File: src/rtl/gsdc_pkg.sv
// Shared types, constants and calendar tables for the Gregorian serial day converter.
`timescale 1ns / 1ps
`default_nettype none
package gsdc_pkg;

   localparam int unsigned DATA_STAGES = 8;
   localparam int unsigned NUM_STAGES  = DATA_STAGES + 1;

   localparam int unsigned STATUS_W = 2;
   localparam int unsigned DAY_W    = 5;
   localparam int unsigned MONTH_W  = 4;
   localparam int unsigned YEAR_W   = 14;
   localparam int unsigned SERIAL_W = 22;

   localparam logic REQ_ENCODE = 1'b0;
   localparam logic REQ_DECODE = 1'b1;

   typedef enum logic [STATUS_W-1:0] {
      STATUS_OK         = 2'd0,
      STATUS_BAD_DATE   = 2'd1,
      STATUS_BAD_SERIAL = 2'd2
   } status_type;

   localparam int unsigned BASE_YEAR         = 1601;
   localparam int unsigned MONTHS            = 12;
   localparam int unsigned YEARS_100         = 100;
   localparam int unsigned YEARS_400         = 400;
   localparam int unsigned QUADS_PER_CENTURY = 25;
   localparam int unsigned DAYS_1            = 365;
   localparam int unsigned DAYS_4            = 1461;
   localparam int unsigned DAYS_100          = 36524;
   localparam int unsigned DAYS_400          = 146097;

   // Floor reciprocals; quotient estimates are low by at most one
   localparam int unsigned RECIP_100_SHIFT = 24;
   localparam int unsigned RECIP_4Y_SHIFT  = 32;
   localparam int unsigned RECIP_400Y_SHIFT = 40;
   localparam logic [17:0] RECIP_100  = 18'((64'd1 << RECIP_100_SHIFT) / 64'd100);
   localparam logic [21:0] RECIP_4Y   = 22'((64'd1 << RECIP_4Y_SHIFT) / 64'd1461);
   localparam logic [22:0] RECIP_400Y = 23'((64'd1 << RECIP_400Y_SHIFT) / 64'd146097);

   typedef struct packed {
      logic                bad;
      logic [SERIAL_W-1:0] serial;
   } enc_result_type;

   typedef struct packed {
      logic               bad;
      logic [DAY_W-1:0]   day;
      logic [MONTH_W-1:0] month;
      logic [YEAR_W-1:0]  year;
   } dec_result_type;

   function automatic logic [DAY_W-1:0] month_days(input logic [MONTH_W-1:0] month,
                                                   input logic leap);
      logic [DAY_W-1:0] days;
      case (month)
         4'd2: begin
            days = leap ? 5'd29 : 5'd28;
         end
         4'd4, 4'd6, 4'd9, 4'd11: begin
            days = 5'd30;
         end
         default: begin
            days = 5'd31;
         end
      endcase
      return days;
   endfunction

   function automatic logic [8:0] days_before_month(input logic [MONTH_W-1:0] month,
                                                    input logic leap);
      logic [8:0] days;
      case (month)
         4'd1:    days = 9'd0;
         4'd2:    days = 9'd31;
         4'd3:    days = 9'd59;
         4'd4:    days = 9'd90;
         4'd5:    days = 9'd120;
         4'd6:    days = 9'd151;
         4'd7:    days = 9'd181;
         4'd8:    days = 9'd212;
         4'd9:    days = 9'd243;
         4'd10:   days = 9'd273;
         4'd11:   days = 9'd304;
         4'd12:   days = 9'd334;
         default: days = 9'd0;
      endcase
      if (leap && month > 4'd2 && month < 4'd13) begin
         days = days + 9'd1;
      end
      return days;
   endfunction

endpackage
`default_nettype wire

File: src/rtl/gregorian_serial_day_converter_top.sv
// Top level of the Gregorian serial day converter: handshake, stage valids, result register.
//
// Converts between a Gregorian date and a serial day number (1 January 1601 is day 1).
// Request channel (req_): req_type selects encode (date to serial) or decode (serial
// to date); the fields the chosen direction does not use are ignored.
// Response channel (rsp_): one result per request, in request order, with
// rsp_status OK, invalid date (encode) or serial out of range (decode); fields of
// the unused direction and all fields of an error result are zero.
// A request transfer loads the first of eight datapath stages (two constant-reciprocal
// divisions, each with a correction stage, then the year split and the month search);
// the result register follows them.
// Throughput: one transfer per cycle in each direction while rsp_ready stays high.
// Each stage holds its item while the stage after it is full and stalled, so a
// stalled receiver fills empty stages first; req_ready drops only once every
// stage holds an item. Nothing is lost or repeated across a stall.
// Reset clears every stage valid; the block takes a request on the next cycle.
`timescale 1ns / 1ps
`default_nettype none
module gregorian_serial_day_converter_top #(
   parameter int unsigned MAX_YEAR = 9999
) (
   input  wire logic                              clock,
   input  wire logic                              reset,
   input  wire logic                              req_valid,
   output logic                                   req_ready,
   input  wire logic                              req_type,
   input  wire logic [gsdc_pkg::DAY_W-1:0]        req_day_in,
   input  wire logic [gsdc_pkg::MONTH_W-1:0]      req_month_in,
   input  wire logic [gsdc_pkg::YEAR_W-1:0]       req_year_in,
   input  wire logic [gsdc_pkg::SERIAL_W-1:0]     req_serial_in,
   output logic                                   rsp_valid,
   input  wire logic                              rsp_ready,
   output logic [gsdc_pkg::STATUS_W-1:0]          rsp_status,
   output logic [gsdc_pkg::SERIAL_W-1:0]          rsp_serial_out,
   output logic [gsdc_pkg::DAY_W-1:0]             rsp_day_out,
   output logic [gsdc_pkg::MONTH_W-1:0]           rsp_month_out,
   output logic [gsdc_pkg::YEAR_W-1:0]            rsp_year_out
);

   localparam int unsigned LAST = gsdc_pkg::NUM_STAGES;
   localparam int unsigned DATA = gsdc_pkg::DATA_STAGES;

   logic [LAST:1]  en;
   logic [LAST:1]  valid_ff;
   logic [DATA:1]  type_ff;

   gsdc_pkg::enc_result_type enc_result;
   gsdc_pkg::dec_result_type dec_result;

   gsdc_pkg::status_type                status_in;
   logic [gsdc_pkg::SERIAL_W-1:0]       serial_in;
   logic [gsdc_pkg::DAY_W-1:0]          day_in;
   logic [gsdc_pkg::MONTH_W-1:0]        month_in;
   logic [gsdc_pkg::YEAR_W-1:0]         year_in;

   gsdc_pkg::status_type                status_ff;
   logic [gsdc_pkg::SERIAL_W-1:0]       serial_ff;
   logic [gsdc_pkg::DAY_W-1:0]          day_ff;
   logic [gsdc_pkg::MONTH_W-1:0]        month_ff;
   logic [gsdc_pkg::YEAR_W-1:0]         year_ff;

   always_comb begin
      en[LAST] = !valid_ff[LAST] || rsp_ready;
      for (int k = LAST - 1; k >= 1; k--) begin
         en[k] = !valid_ff[k] || en[k+1];
      end
   end

   assign req_ready = en[1];

   always_ff @(posedge clock) begin
      if (reset) begin
         valid_ff <= '0;
      end else begin
         if (en[1]) begin
            valid_ff[1] <= req_valid;
         end
         for (int k = 2; k <= LAST; k++) begin
            if (en[k]) begin
               valid_ff[k] <= valid_ff[k-1];
            end
         end
      end
   end

   always_ff @(posedge clock) begin
      if (en[1]) begin
         type_ff[1] <= req_type;
      end
      for (int k = 2; k <= DATA; k++) begin
         if (en[k]) begin
            type_ff[k] <= type_ff[k-1];
         end
      end
   end

   gsdc_encode #(
      .MAX_YEAR (MAX_YEAR)
   ) u_encode (
      .clock    (clock),
      .en       (en[DATA:1]),
      .day_in   (req_day_in),
      .month_in (req_month_in),
      .year_in  (req_year_in),
      .result   (enc_result)
   );

   gsdc_decode #(
      .MAX_YEAR (MAX_YEAR)
   ) u_decode (
      .clock     (clock),
      .en        (en[DATA:1]),
      .serial_in (req_serial_in),
      .result    (dec_result)
   );

   always_comb begin
      if (type_ff[DATA] == gsdc_pkg::REQ_DECODE) begin
         status_in = dec_result.bad ? gsdc_pkg::STATUS_BAD_SERIAL : gsdc_pkg::STATUS_OK;
         serial_in = '0;
         day_in    = dec_result.day;
         month_in  = dec_result.month;
         year_in   = dec_result.year;
      end else begin
         status_in = enc_result.bad ? gsdc_pkg::STATUS_BAD_DATE : gsdc_pkg::STATUS_OK;
         serial_in = enc_result.serial;
         day_in    = '0;
         month_in  = '0;
         year_in   = '0;
      end
   end

   always_ff @(posedge clock) begin
      if (en[LAST]) begin
         status_ff <= status_in;
         serial_ff <= serial_in;
         day_ff    <= day_in;
         month_ff  <= month_in;
         year_ff   <= year_in;
      end
   end

   assign rsp_valid      = valid_ff[LAST];
   assign rsp_status     = status_ff;
   assign rsp_serial_out = serial_ff;
   assign rsp_day_out    = day_ff;
   assign rsp_month_out  = month_ff;
   assign rsp_year_out   = year_ff;

endmodule
`default_nettype wire

File: src/rtl/gsdc_encode.sv
// Date to serial day number pipeline with Gregorian date validation.
`timescale 1ns / 1ps
`default_nettype none
module gsdc_encode #(
   parameter int unsigned MAX_YEAR = 9999
) (
   input  wire logic                                clock,
   input  wire logic [gsdc_pkg::DATA_STAGES:1]      en,
   input  wire logic [gsdc_pkg::DAY_W-1:0]          day_in,
   input  wire logic [gsdc_pkg::MONTH_W-1:0]        month_in,
   input  wire logic [gsdc_pkg::YEAR_W-1:0]         year_in,
   output gsdc_pkg::enc_result_type                 result
);

   localparam logic [16:0] MAX_YEAR_W = 17'(MAX_YEAR);
   localparam logic [13:0] BASE       = 14'(gsdc_pkg::BASE_YEAR);
   localparam logic [13:0] CENTURY    = 14'(gsdc_pkg::YEARS_100);

   // stage 1
   logic [4:0]  day1_ff;
   logic [3:0]  month1_ff;
   logic [13:0] year1_ff;

   // stage 2
   logic [13:0] dy2_in;
   logic [31:0] yprod2_in, dprod2_in;
   logic        month_ok2_in, year_ok2_in;
   logic [4:0]  day2_ff;
   logic [3:0]  month2_ff;
   logic [13:0] year2_ff, dy2_ff;
   logic [31:0] yprod2_ff, dprod2_ff;
   logic        month_ok2_ff, year_ok2_ff;

   // stage 3
   logic [7:0]  yq_est, yq, dq_est, dq3_in;
   logic [13:0] yrem_est, drem_est;
   logic [13:0] yrem;
   logic        leap3_in, valid3_in;
   logic        leap3_ff, valid3_ff;
   logic [3:0]  month3_ff;
   logic [4:0]  day3_ff;
   logic [13:0] dy3_ff;
   logic [7:0]  dq3_ff;

   // stage 4
   logic [22:0] base4_in, base4_ff;
   logic [8:0]  doy4_in, doy4_ff;
   logic        valid4_ff;

   // stages 5 to 8
   logic [22:0] serial5_in, serial5_ff, serial6_ff, serial7_ff, serial8_ff;
   logic        valid5_ff, valid6_ff, valid7_ff, valid8_ff;

   always_ff @(posedge clock) begin
      if (en[1]) begin
         day1_ff   <= day_in;
         month1_ff <= month_in;
         year1_ff  <= year_in;
      end
   end

   always_comb begin
      dy2_in       = year1_ff - BASE;
      yprod2_in    = 32'(year1_ff) * 32'(gsdc_pkg::RECIP_100);
      dprod2_in    = 32'(dy2_in) * 32'(gsdc_pkg::RECIP_100);
      month_ok2_in = (month1_ff >= 4'd1) && (month1_ff <= 4'(gsdc_pkg::MONTHS));
      year_ok2_in  = (year1_ff >= BASE) && ({3'b000, year1_ff} <= MAX_YEAR_W);
   end

   always_ff @(posedge clock) begin
      if (en[2]) begin
         day2_ff      <= day1_ff;
         month2_ff    <= month1_ff;
         year2_ff     <= year1_ff;
         dy2_ff       <= dy2_in;
         yprod2_ff    <= yprod2_in;
         dprod2_ff    <= dprod2_in;
         month_ok2_ff <= month_ok2_in;
         year_ok2_ff  <= year_ok2_in;
      end
   end

   always_comb begin
      yq_est   = yprod2_ff[31:24];
      yrem_est = year2_ff - 14'(yq_est) * CENTURY;
      if (yrem_est >= CENTURY) begin
         yq   = yq_est + 8'd1;
         yrem = yrem_est - CENTURY;
      end else begin
         yq   = yq_est;
         yrem = yrem_est;
      end
      dq_est   = dprod2_ff[31:24];
      drem_est = dy2_ff - 14'(dq_est) * CENTURY;
      dq3_in   = (drem_est >= CENTURY) ? dq_est + 8'd1 : dq_est;
      leap3_in = (year2_ff[1:0] == 2'b00) && ((yrem != 14'd0) || (yq[1:0] == 2'b00));
      valid3_in = month_ok2_ff && year_ok2_ff && (day2_ff != 5'd0) &&
                  (day2_ff <= gsdc_pkg::month_days(month2_ff, leap3_in));
   end

   always_ff @(posedge clock) begin
      if (en[3]) begin
         leap3_ff  <= leap3_in;
         valid3_ff <= valid3_in;
         month3_ff <= month2_ff;
         day3_ff   <= day2_ff;
         dy3_ff    <= dy2_ff;
         dq3_ff    <= dq3_in;
      end
   end

   always_comb begin
      base4_in = 23'(dy3_ff) * 23'(gsdc_pkg::DAYS_1) + 23'(dy3_ff >> 2)
               - 23'(dq3_ff) + 23'(dq3_ff >> 2);
      doy4_in  = gsdc_pkg::days_before_month(month3_ff, leap3_ff) + 9'(day3_ff);
   end

   always_ff @(posedge clock) begin
      if (en[4]) begin
         base4_ff  <= base4_in;
         doy4_ff   <= doy4_in;
         valid4_ff <= valid3_ff;
      end
   end

   assign serial5_in = base4_ff + 23'(doy4_ff);

   always_ff @(posedge clock) begin
      if (en[5]) begin
         serial5_ff <= serial5_in;
         valid5_ff  <= valid4_ff;
      end
      if (en[6]) begin
         serial6_ff <= serial5_ff;
         valid6_ff  <= valid5_ff;
      end
      if (en[7]) begin
         serial7_ff <= serial6_ff;
         valid7_ff  <= valid6_ff;
      end
      if (en[8]) begin
         serial8_ff <= serial7_ff;
         valid8_ff  <= valid7_ff;
      end
   end

   always_comb begin
      result.bad    = !valid8_ff;
      result.serial = valid8_ff ? serial8_ff[gsdc_pkg::SERIAL_W-1:0] : '0;
   end

endmodule
`default_nettype wire

File: src/rtl/gsdc_decode.sv
// Serial day number to date pipeline: 400-, 100-, 4- and 1-year splits, then month search.
`timescale 1ns / 1ps
`default_nettype none
module gsdc_decode #(
   parameter int unsigned MAX_YEAR = 9999
) (
   input  wire logic                                clock,
   input  wire logic [gsdc_pkg::DATA_STAGES:1]      en,
   input  wire logic [gsdc_pkg::SERIAL_W-1:0]       serial_in,
   output gsdc_pkg::dec_result_type                 result
);

   localparam longint unsigned SPAN      = longint'(MAX_YEAR) - longint'(gsdc_pkg::BASE_YEAR)
                                           + 64'd1;
   localparam longint unsigned LAST_DAYS = SPAN * 365 + SPAN / 4 - SPAN / 100 + SPAN / 400;
   localparam logic [25:0]     LAST_SERIAL = 26'(LAST_DAYS);

   // stage 1
   logic [21:0] serial1_ff;

   // stage 2
   logic [21:0] n2_in, n2_ff;
   logic [44:0] prod2_in, prod2_ff;
   logic        bad2_in, bad2_ff;

   // stage 3
   logic [4:0]  q400_est, q400_3_in, q400_3_ff;
   logic [21:0] r400_est;
   logic [17:0] r3_in, r3_ff;
   logic        bad3_ff;

   // stage 4
   logic [1:0]  c100_4_in, c100_4_ff;
   logic [15:0] r4_in, r4_ff;
   logic [4:0]  q400_4_ff;
   logic        bad4_ff;

   // stage 5
   logic [37:0] prod5_in, prod5_ff;
   logic [15:0] r5_ff;
   logic [4:0]  q400_5_ff;
   logic [1:0]  c100_5_ff;
   logic        bad5_ff;

   // stage 6
   logic [4:0]  c4_est, c4_6_in, c4_6_ff;
   logic [15:0] r4y_est;
   logic [10:0] r6_in, r6_ff;
   logic [4:0]  q400_6_ff;
   logic [1:0]  c100_6_ff;
   logic        bad6_ff;

   // stage 7
   logic [1:0]  c1;
   logic [8:0]  doy7_in, doy7_ff;
   logic        leap7_in, leap7_ff;
   logic [13:0] year7_in, year7_ff;
   logic        bad7_ff;

   // stage 8
   logic [3:0]  month8_in, month8_ff;
   logic [8:0]  cum8_in, cum8_ff, doy8_ff;
   logic [13:0] year8_ff;
   logic        bad8_ff;

   always_ff @(posedge clock) begin
      if (en[1]) begin
         serial1_ff <= serial_in;
      end
   end

   always_comb begin
      n2_in    = serial1_ff - 22'd1;
      prod2_in = 45'(n2_in) * 45'(gsdc_pkg::RECIP_400Y);
      bad2_in  = (serial1_ff == 22'd0) || ({4'b0000, serial1_ff} > LAST_SERIAL);
   end

   always_ff @(posedge clock) begin
      if (en[2]) begin
         n2_ff    <= n2_in;
         prod2_ff <= prod2_in;
         bad2_ff  <= bad2_in;
      end
   end

   always_comb begin
      q400_est = prod2_ff[44:40];
      r400_est = n2_ff - 22'(q400_est) * 22'(gsdc_pkg::DAYS_400);
      if (r400_est >= 22'(gsdc_pkg::DAYS_400)) begin
         q400_3_in = q400_est + 5'd1;
         r3_in     = 18'(r400_est - 22'(gsdc_pkg::DAYS_400));
      end else begin
         q400_3_in = q400_est;
         r3_in     = 18'(r400_est);
      end
   end

   always_ff @(posedge clock) begin
      if (en[3]) begin
         q400_3_ff <= q400_3_in;
         r3_ff     <= r3_in;
         bad3_ff   <= bad2_ff;
      end
   end

   always_comb begin
      if (r3_ff >= 18'(3 * gsdc_pkg::DAYS_100)) begin
         c100_4_in = 2'd3;
      end else if (r3_ff >= 18'(2 * gsdc_pkg::DAYS_100)) begin
         c100_4_in = 2'd2;
      end else if (r3_ff >= 18'(gsdc_pkg::DAYS_100)) begin
         c100_4_in = 2'd1;
      end else begin
         c100_4_in = 2'd0;
      end
      r4_in = 16'(r3_ff - 18'(c100_4_in) * 18'(gsdc_pkg::DAYS_100));
   end

   always_ff @(posedge clock) begin
      if (en[4]) begin
         c100_4_ff <= c100_4_in;
         r4_ff     <= r4_in;
         q400_4_ff <= q400_3_ff;
         bad4_ff   <= bad3_ff;
      end
   end

   assign prod5_in = 38'(r4_ff) * 38'(gsdc_pkg::RECIP_4Y);

   always_ff @(posedge clock) begin
      if (en[5]) begin
         prod5_ff  <= prod5_in;
         r5_ff     <= r4_ff;
         q400_5_ff <= q400_4_ff;
         c100_5_ff <= c100_4_ff;
         bad5_ff   <= bad4_ff;
      end
   end

   always_comb begin
      c4_est  = prod5_ff[36:32];
      r4y_est = r5_ff - 16'(c4_est) * 16'(gsdc_pkg::DAYS_4);
      if (r4y_est >= 16'(gsdc_pkg::DAYS_4)) begin
         c4_6_in = c4_est + 5'd1;
         r6_in   = 11'(r4y_est - 16'(gsdc_pkg::DAYS_4));
      end else begin
         c4_6_in = c4_est;
         r6_in   = 11'(r4y_est);
      end
   end

   always_ff @(posedge clock) begin
      if (en[6]) begin
         c4_6_ff   <= c4_6_in;
         r6_ff     <= r6_in;
         q400_6_ff <= q400_5_ff;
         c100_6_ff <= c100_5_ff;
         bad6_ff   <= bad5_ff;
      end
   end

   always_comb begin
      if (r6_ff >= 11'(3 * gsdc_pkg::DAYS_1)) begin
         c1 = 2'd3;
      end else if (r6_ff >= 11'(2 * gsdc_pkg::DAYS_1)) begin
         c1 = 2'd2;
      end else if (r6_ff >= 11'(gsdc_pkg::DAYS_1)) begin
         c1 = 2'd1;
      end else begin
         c1 = 2'd0;
      end
      doy7_in  = 9'(r6_ff - 11'(c1) * 11'(gsdc_pkg::DAYS_1));
      leap7_in = (c1 == 2'd3) &&
                 ((c4_6_ff != 5'(gsdc_pkg::QUADS_PER_CENTURY - 1)) || (c100_6_ff == 2'd3));
      year7_in = 14'(gsdc_pkg::BASE_YEAR)
               + 14'(q400_6_ff) * 14'(gsdc_pkg::YEARS_400)
               + 14'(c100_6_ff) * 14'(gsdc_pkg::YEARS_100)
               + 14'({c4_6_ff, 2'b00})
               + 14'(c1);
   end

   always_ff @(posedge clock) begin
      if (en[7]) begin
         doy7_ff  <= doy7_in;
         leap7_ff <= leap7_in;
         year7_ff <= year7_in;
         bad7_ff  <= bad6_ff;
      end
   end

   always_comb begin
      month8_in = 4'd1;
      for (int k = 2; k <= gsdc_pkg::MONTHS; k++) begin
         if (doy7_ff >= gsdc_pkg::days_before_month(4'(k), leap7_ff)) begin
            month8_in = month8_in + 4'd1;
         end
      end
      cum8_in = gsdc_pkg::days_before_month(month8_in, leap7_ff);
   end

   always_ff @(posedge clock) begin
      if (en[8]) begin
         month8_ff <= month8_in;
         cum8_ff   <= cum8_in;
         doy8_ff   <= doy7_ff;
         year8_ff  <= year7_ff;
         bad8_ff   <= bad7_ff;
      end
   end

   always_comb begin
      result.bad   = bad8_ff;
      result.day   = bad8_ff ? '0 : 5'(doy8_ff - cum8_ff + 9'd1);
      result.month = bad8_ff ? '0 : month8_ff;
      result.year  = bad8_ff ? '0 : year8_ff;
   end

endmodule
`default_nettype wire

File: config.mk
export PLATFORM = sky130hd
export DESIGN_NAME = gregorian_serial_day_converter_top
export DESIGN_NICKNAME = d
export VERILOG_FILES = /design/src/rtl/gsdc_pkg.sv /design/src/rtl/gregorian_serial_day_converter_top.sv /design/src/rtl/gsdc_encode.sv /design/src/rtl/gsdc_decode.sv
export SDC_FILE = /design/constraint.sdc
export NUM_CORES = 2
export LEC_CHECK = 0
export ABC_AREA = 1
export BUFFER_PORTS_ARGS = -buffer_cell sky130_fd_sc_hd__buf_4
export CAP_MARGIN = 40
export CORE_MARGIN = 8
export CORE_UTILIZATION = 34
export CTS_BUF_LIST = sky130_fd_sc_hd__clkbuf_4
export CTS_CLUSTER_SIZE = 24
export DETAILED_ROUTE_END_ITERATION = 16
export PLACE_DENSITY = 0.5
export SYNTH_ARGS = -nofsm -noshare
export SYNTH_HDL_FRONTEND = slang
export SYNTH_HIERARCHICAL = 1
export SYNTH_SLANG_ARGS = --single-unit
File: constraint.sdc
create_clock -name clock -period 9.6 [get_ports clock]
set_input_delay 0.96 -clock clock [delete_from_list [all_inputs] [get_ports clock]]
set_output_delay 0.96 -clock clock [all_outputs]
set_load 0.02 [all_outputs]
==> impl_metrics.py <==
metrics = {
    "min_path": {
        "hold_path.startpoint": "u_encode/serial7_ff[13]",
        "hold_path_depth": 0,
        "min_path_type": "flip-flop to flip-flop",
        "whs_endpoint": "u_encode/serial8_ff[13]",
    },
    "synthesis": {
        "synth_edf_count": 495,
        "synth_seq_cells": 513,
        "yosysSeqAreaShare_pct": 27.6,
        "synth_warnings": 6,
        "synth_top_area_share_pct": 26.9,
        "synth.distinct_cells": 65,
        "synth_compound_area_share_pct": 5.47,
        "synth-main-ff-cell": "edfxtp_1",
        "synth-simple-area-share_pct": 10.1,
        "synth_area_per_cell_um2": 9.96,
        "ys_async_sr_fraction_pct": 0,
        "synthMuxAreaShare_pct": 0,
        "syn_inst": 5541,
        "yosys-top-cells-count": "1,394 x inv_1, 989 x ha_1, 656 x nand2_1",
        "synthXorXnorAreaFrac_pct": 4.18,
        "yosysMostFrequentCell": "inv_1",
        "synth_fa_ha_area_share_pct": 42.9,
        "yosys.area.top_type": "edfxtp_1",
        "synth_nets": 7146,
        "netlist_top_cells_area": "edfxtp_1 27%, ha_1 22%, fa_1 21%",
        "synth_top_family_by_area": "adder cells",
        "syn_area_um2": 55200,
    },
    "global_route": {
        "overflow": 0,
        "grt_pass1_wl_um": 205000,
        "grt_max_degree": 60,
        "grt_pass1_vias": 39081,
        "grtUsageTotal_pct": 14.6,
        "antenna_found_initial": 13,
    },
    "worst_setup_path": {
        "cp.arrival_ns": 9.30,
        "r2r-end": "u_decode/prod2_ff[42]",
        "crit_top_cell": "inv_1",
        "start_kind": "flip-flop",
        "reg2reg_from": "u_decode/serial1_ff[2]",
        "cp-startpoint": "u_decode/serial1_ff[2]",
        "r2r_slack_ns": 1.14,
        "critPathKind": "flip-flop to flip-flop",
        "ff2ff_path_depth": 31,
        "cp_slowest_cell": "fa_1",
        "max_stage_delay_ns": 0.57,
        "path_max_fanout": 6,
        "worstPathRequired_ns": 10.44,
        "critPathCaptureType": "flip-flop",
    },
    "timing": {
        "worst_pin_slew_ns": 0.889,
        "max_freq_ghz": 0.118,
        "finalSetupViolCount": 0,
        "tns_ns": 0,
        "hold_viol_final": 0,
        "post-route-period-util_pct": 88.1,
        "fin_crit_ns": 8.46,
        "fin_worst_skew_ns": 0.0932,
        "maxSlewViolCount": 0,
        "slew_headroom_pct": 40.5,
        "rsz0062_at_grt": "false",
    },
    "route": {
        "wl_per_cell_um": 15.4,
        "wirelength_um": 125000,
        "drt_iter0_markers": 1481,
        "drtAntennaViolNets": 0,
        "dr.pass1.iters": 5,
        "drc": 0,
        "via_per_inst": 4.50,
        "vias": 36660,
    },
    "clocking": {
        "clk_path_buf_depth": 3,
        "cts_inserted_buffers": 151,
        "clock_sinks": 513,
        "clk_pin_slew_ns": 0.06,
        "clkLatencyLatePin_ns": 1.10,
        "cts_tree": "built",
        "htreeDepth": 4,
        "clockRootBuffer": "clkbuf_4",
    },
    "placement": {
        "dp_hpwl_um": 107000,
        "portBuffers": 98,
        "place_congestion": 0.895,
    },
    "die": {
        "boundaryPins": 99,
        "rows": 148,
        "die_w_um": 419,
        "core-area_um2": 162000,
        "start_util_pct": 34.1,
        "die-area_um2": 176000,
        "die_height_um": 419,
    },
    "status": {
        "status": "complete, no violations",
    },
    "run": {
        "drv_cap": 0,
    },
    "final_layout": {
        "drive_gt1_share_pct": 7.98,
        "area_delta_synth_final_pct": 11.1,
        "nNetsFinal": 7452,
    },
}
## logic make-up after synthesis
group,count (synthesis)
adders and majority gates,1555
xor gates and xnor gates,261
and+or+nand+nor,1269
DFF,513
buffers and inverters,1422
AOI/OAI and AO/OA,521
## worst max path at each step
stage                                  endpoint  slack [ns]  depth (start not counted)
after floorplan           u_decode/prod2_ff[42]        1.98                         33
after global placement    u_decode/prod2_ff[42]        1.27                         31
after detailed placement  u_decode/prod2_ff[42]        1.21                         31
after CTS                 u_decode/prod2_ff[42]        1.22                         31
after global routing      u_decode/prod2_ff[42]        0.49                         31
final                     u_decode/prod2_ff[42]        1.14                         31
## state kept, by name, indices dropped and copies added, names as in the netlist, 16 cells and up, named ones only
name / flops
u_decode/r3_ff: 18
rsp_serial_out: 22
u_encode/serial8_ff: 22
u_encode/serial6_ff: 22
u_decode/r4_ff: 16
u_encode/serial7_ff: 22
u_encode/base4_ff: 22
u_decode/n2_ff: 22
u_decode/r5_ff: 16
u_encode/serial5_ff: 22
u_decode/serial1_ff: 22
## final cells by class
type | instances | area (um2)
Antenna cell | 14 | 35.0
Clock buffer | 217 | 1630
Clock inverter | 52 | 340
Fill cell | 16242 | 101000
Inverter | 1403 | 5270
Multi-Input combinational cell | 3606 | 34600
Sequential cell | 513 | 15200
Tap cell | 2175 | 2720
Timing Repair Buffer | 172 | 1470
## routing by layer
metal	routed length, um	up-vias	global-route usage, %
met5	13	-	0
met4	3480	2	4.85
met3	3960	193	2.11
met2	62100	500	25.7
met1	55800	17488	18.4
li1	-	18477	-
## worst max-delay path, delay by kind of cell (launching register included)
kind            cells  cell delay, ns
fa+ha+maj           8            3.73
simple gates        9            1.94
compound gates      6            0.99
buf+inv             6            0.58
xor+xnor            2            0.56
flops               1            0.42
## what timing repair did
| item | CTS | global route |
|---|---|---|
| endpoints found under the hold margin | 54 | 0 |
| hold buffers | 49 | 0 |
| resized for setup | 0 | 0 |
| setup buffers | 0 | 0 |
## placed cells by master (no fill, tap or decap), types with 14 or more instances in the layout
cell / n
clkbuf_4: 217
nor2_1: 249
xnor2_1: 81
clkinv_1: 28
xor2_1: 178
a21oi_1: 231
o21ai_0: 124
nand2_2: 41
nand4_1: 52
edfxtp_1: 495
inv_1: 1392
o21ai_1: 20
nor3_1: 29
dfxtp_1: 18
nor4_1: 21
nand3_1: 157
fa_1: 566
buf_4: 118
diode_2: 14
nand2_1: 654
dlygate4sd3_1: 49
a31oi_1: 16
a211oi_1: 14
ha_1: 989
a21o_1: 17
o21bai_1: 22
## through the flow
stage               cell area (um2)  utilization, %  setup WS [ns]  std cells  hold slack, ns
floorplan                     55200               -           1.98       5541           0.400
global placement              58700            36.2           1.27       7812           0.401
detailed placement            58800            36.3           1.21       7820           0.405
CTS                           61300            37.8           1.22       8138           0.360
global route                  61300            37.8          0.493       8150           0.372
finish                        61300            37.8           1.14       8152           0.369
Power is left out: the tool's default activity adds up to more than one toggle a clock period on the data nets, which glitch-free logic cannot reach.
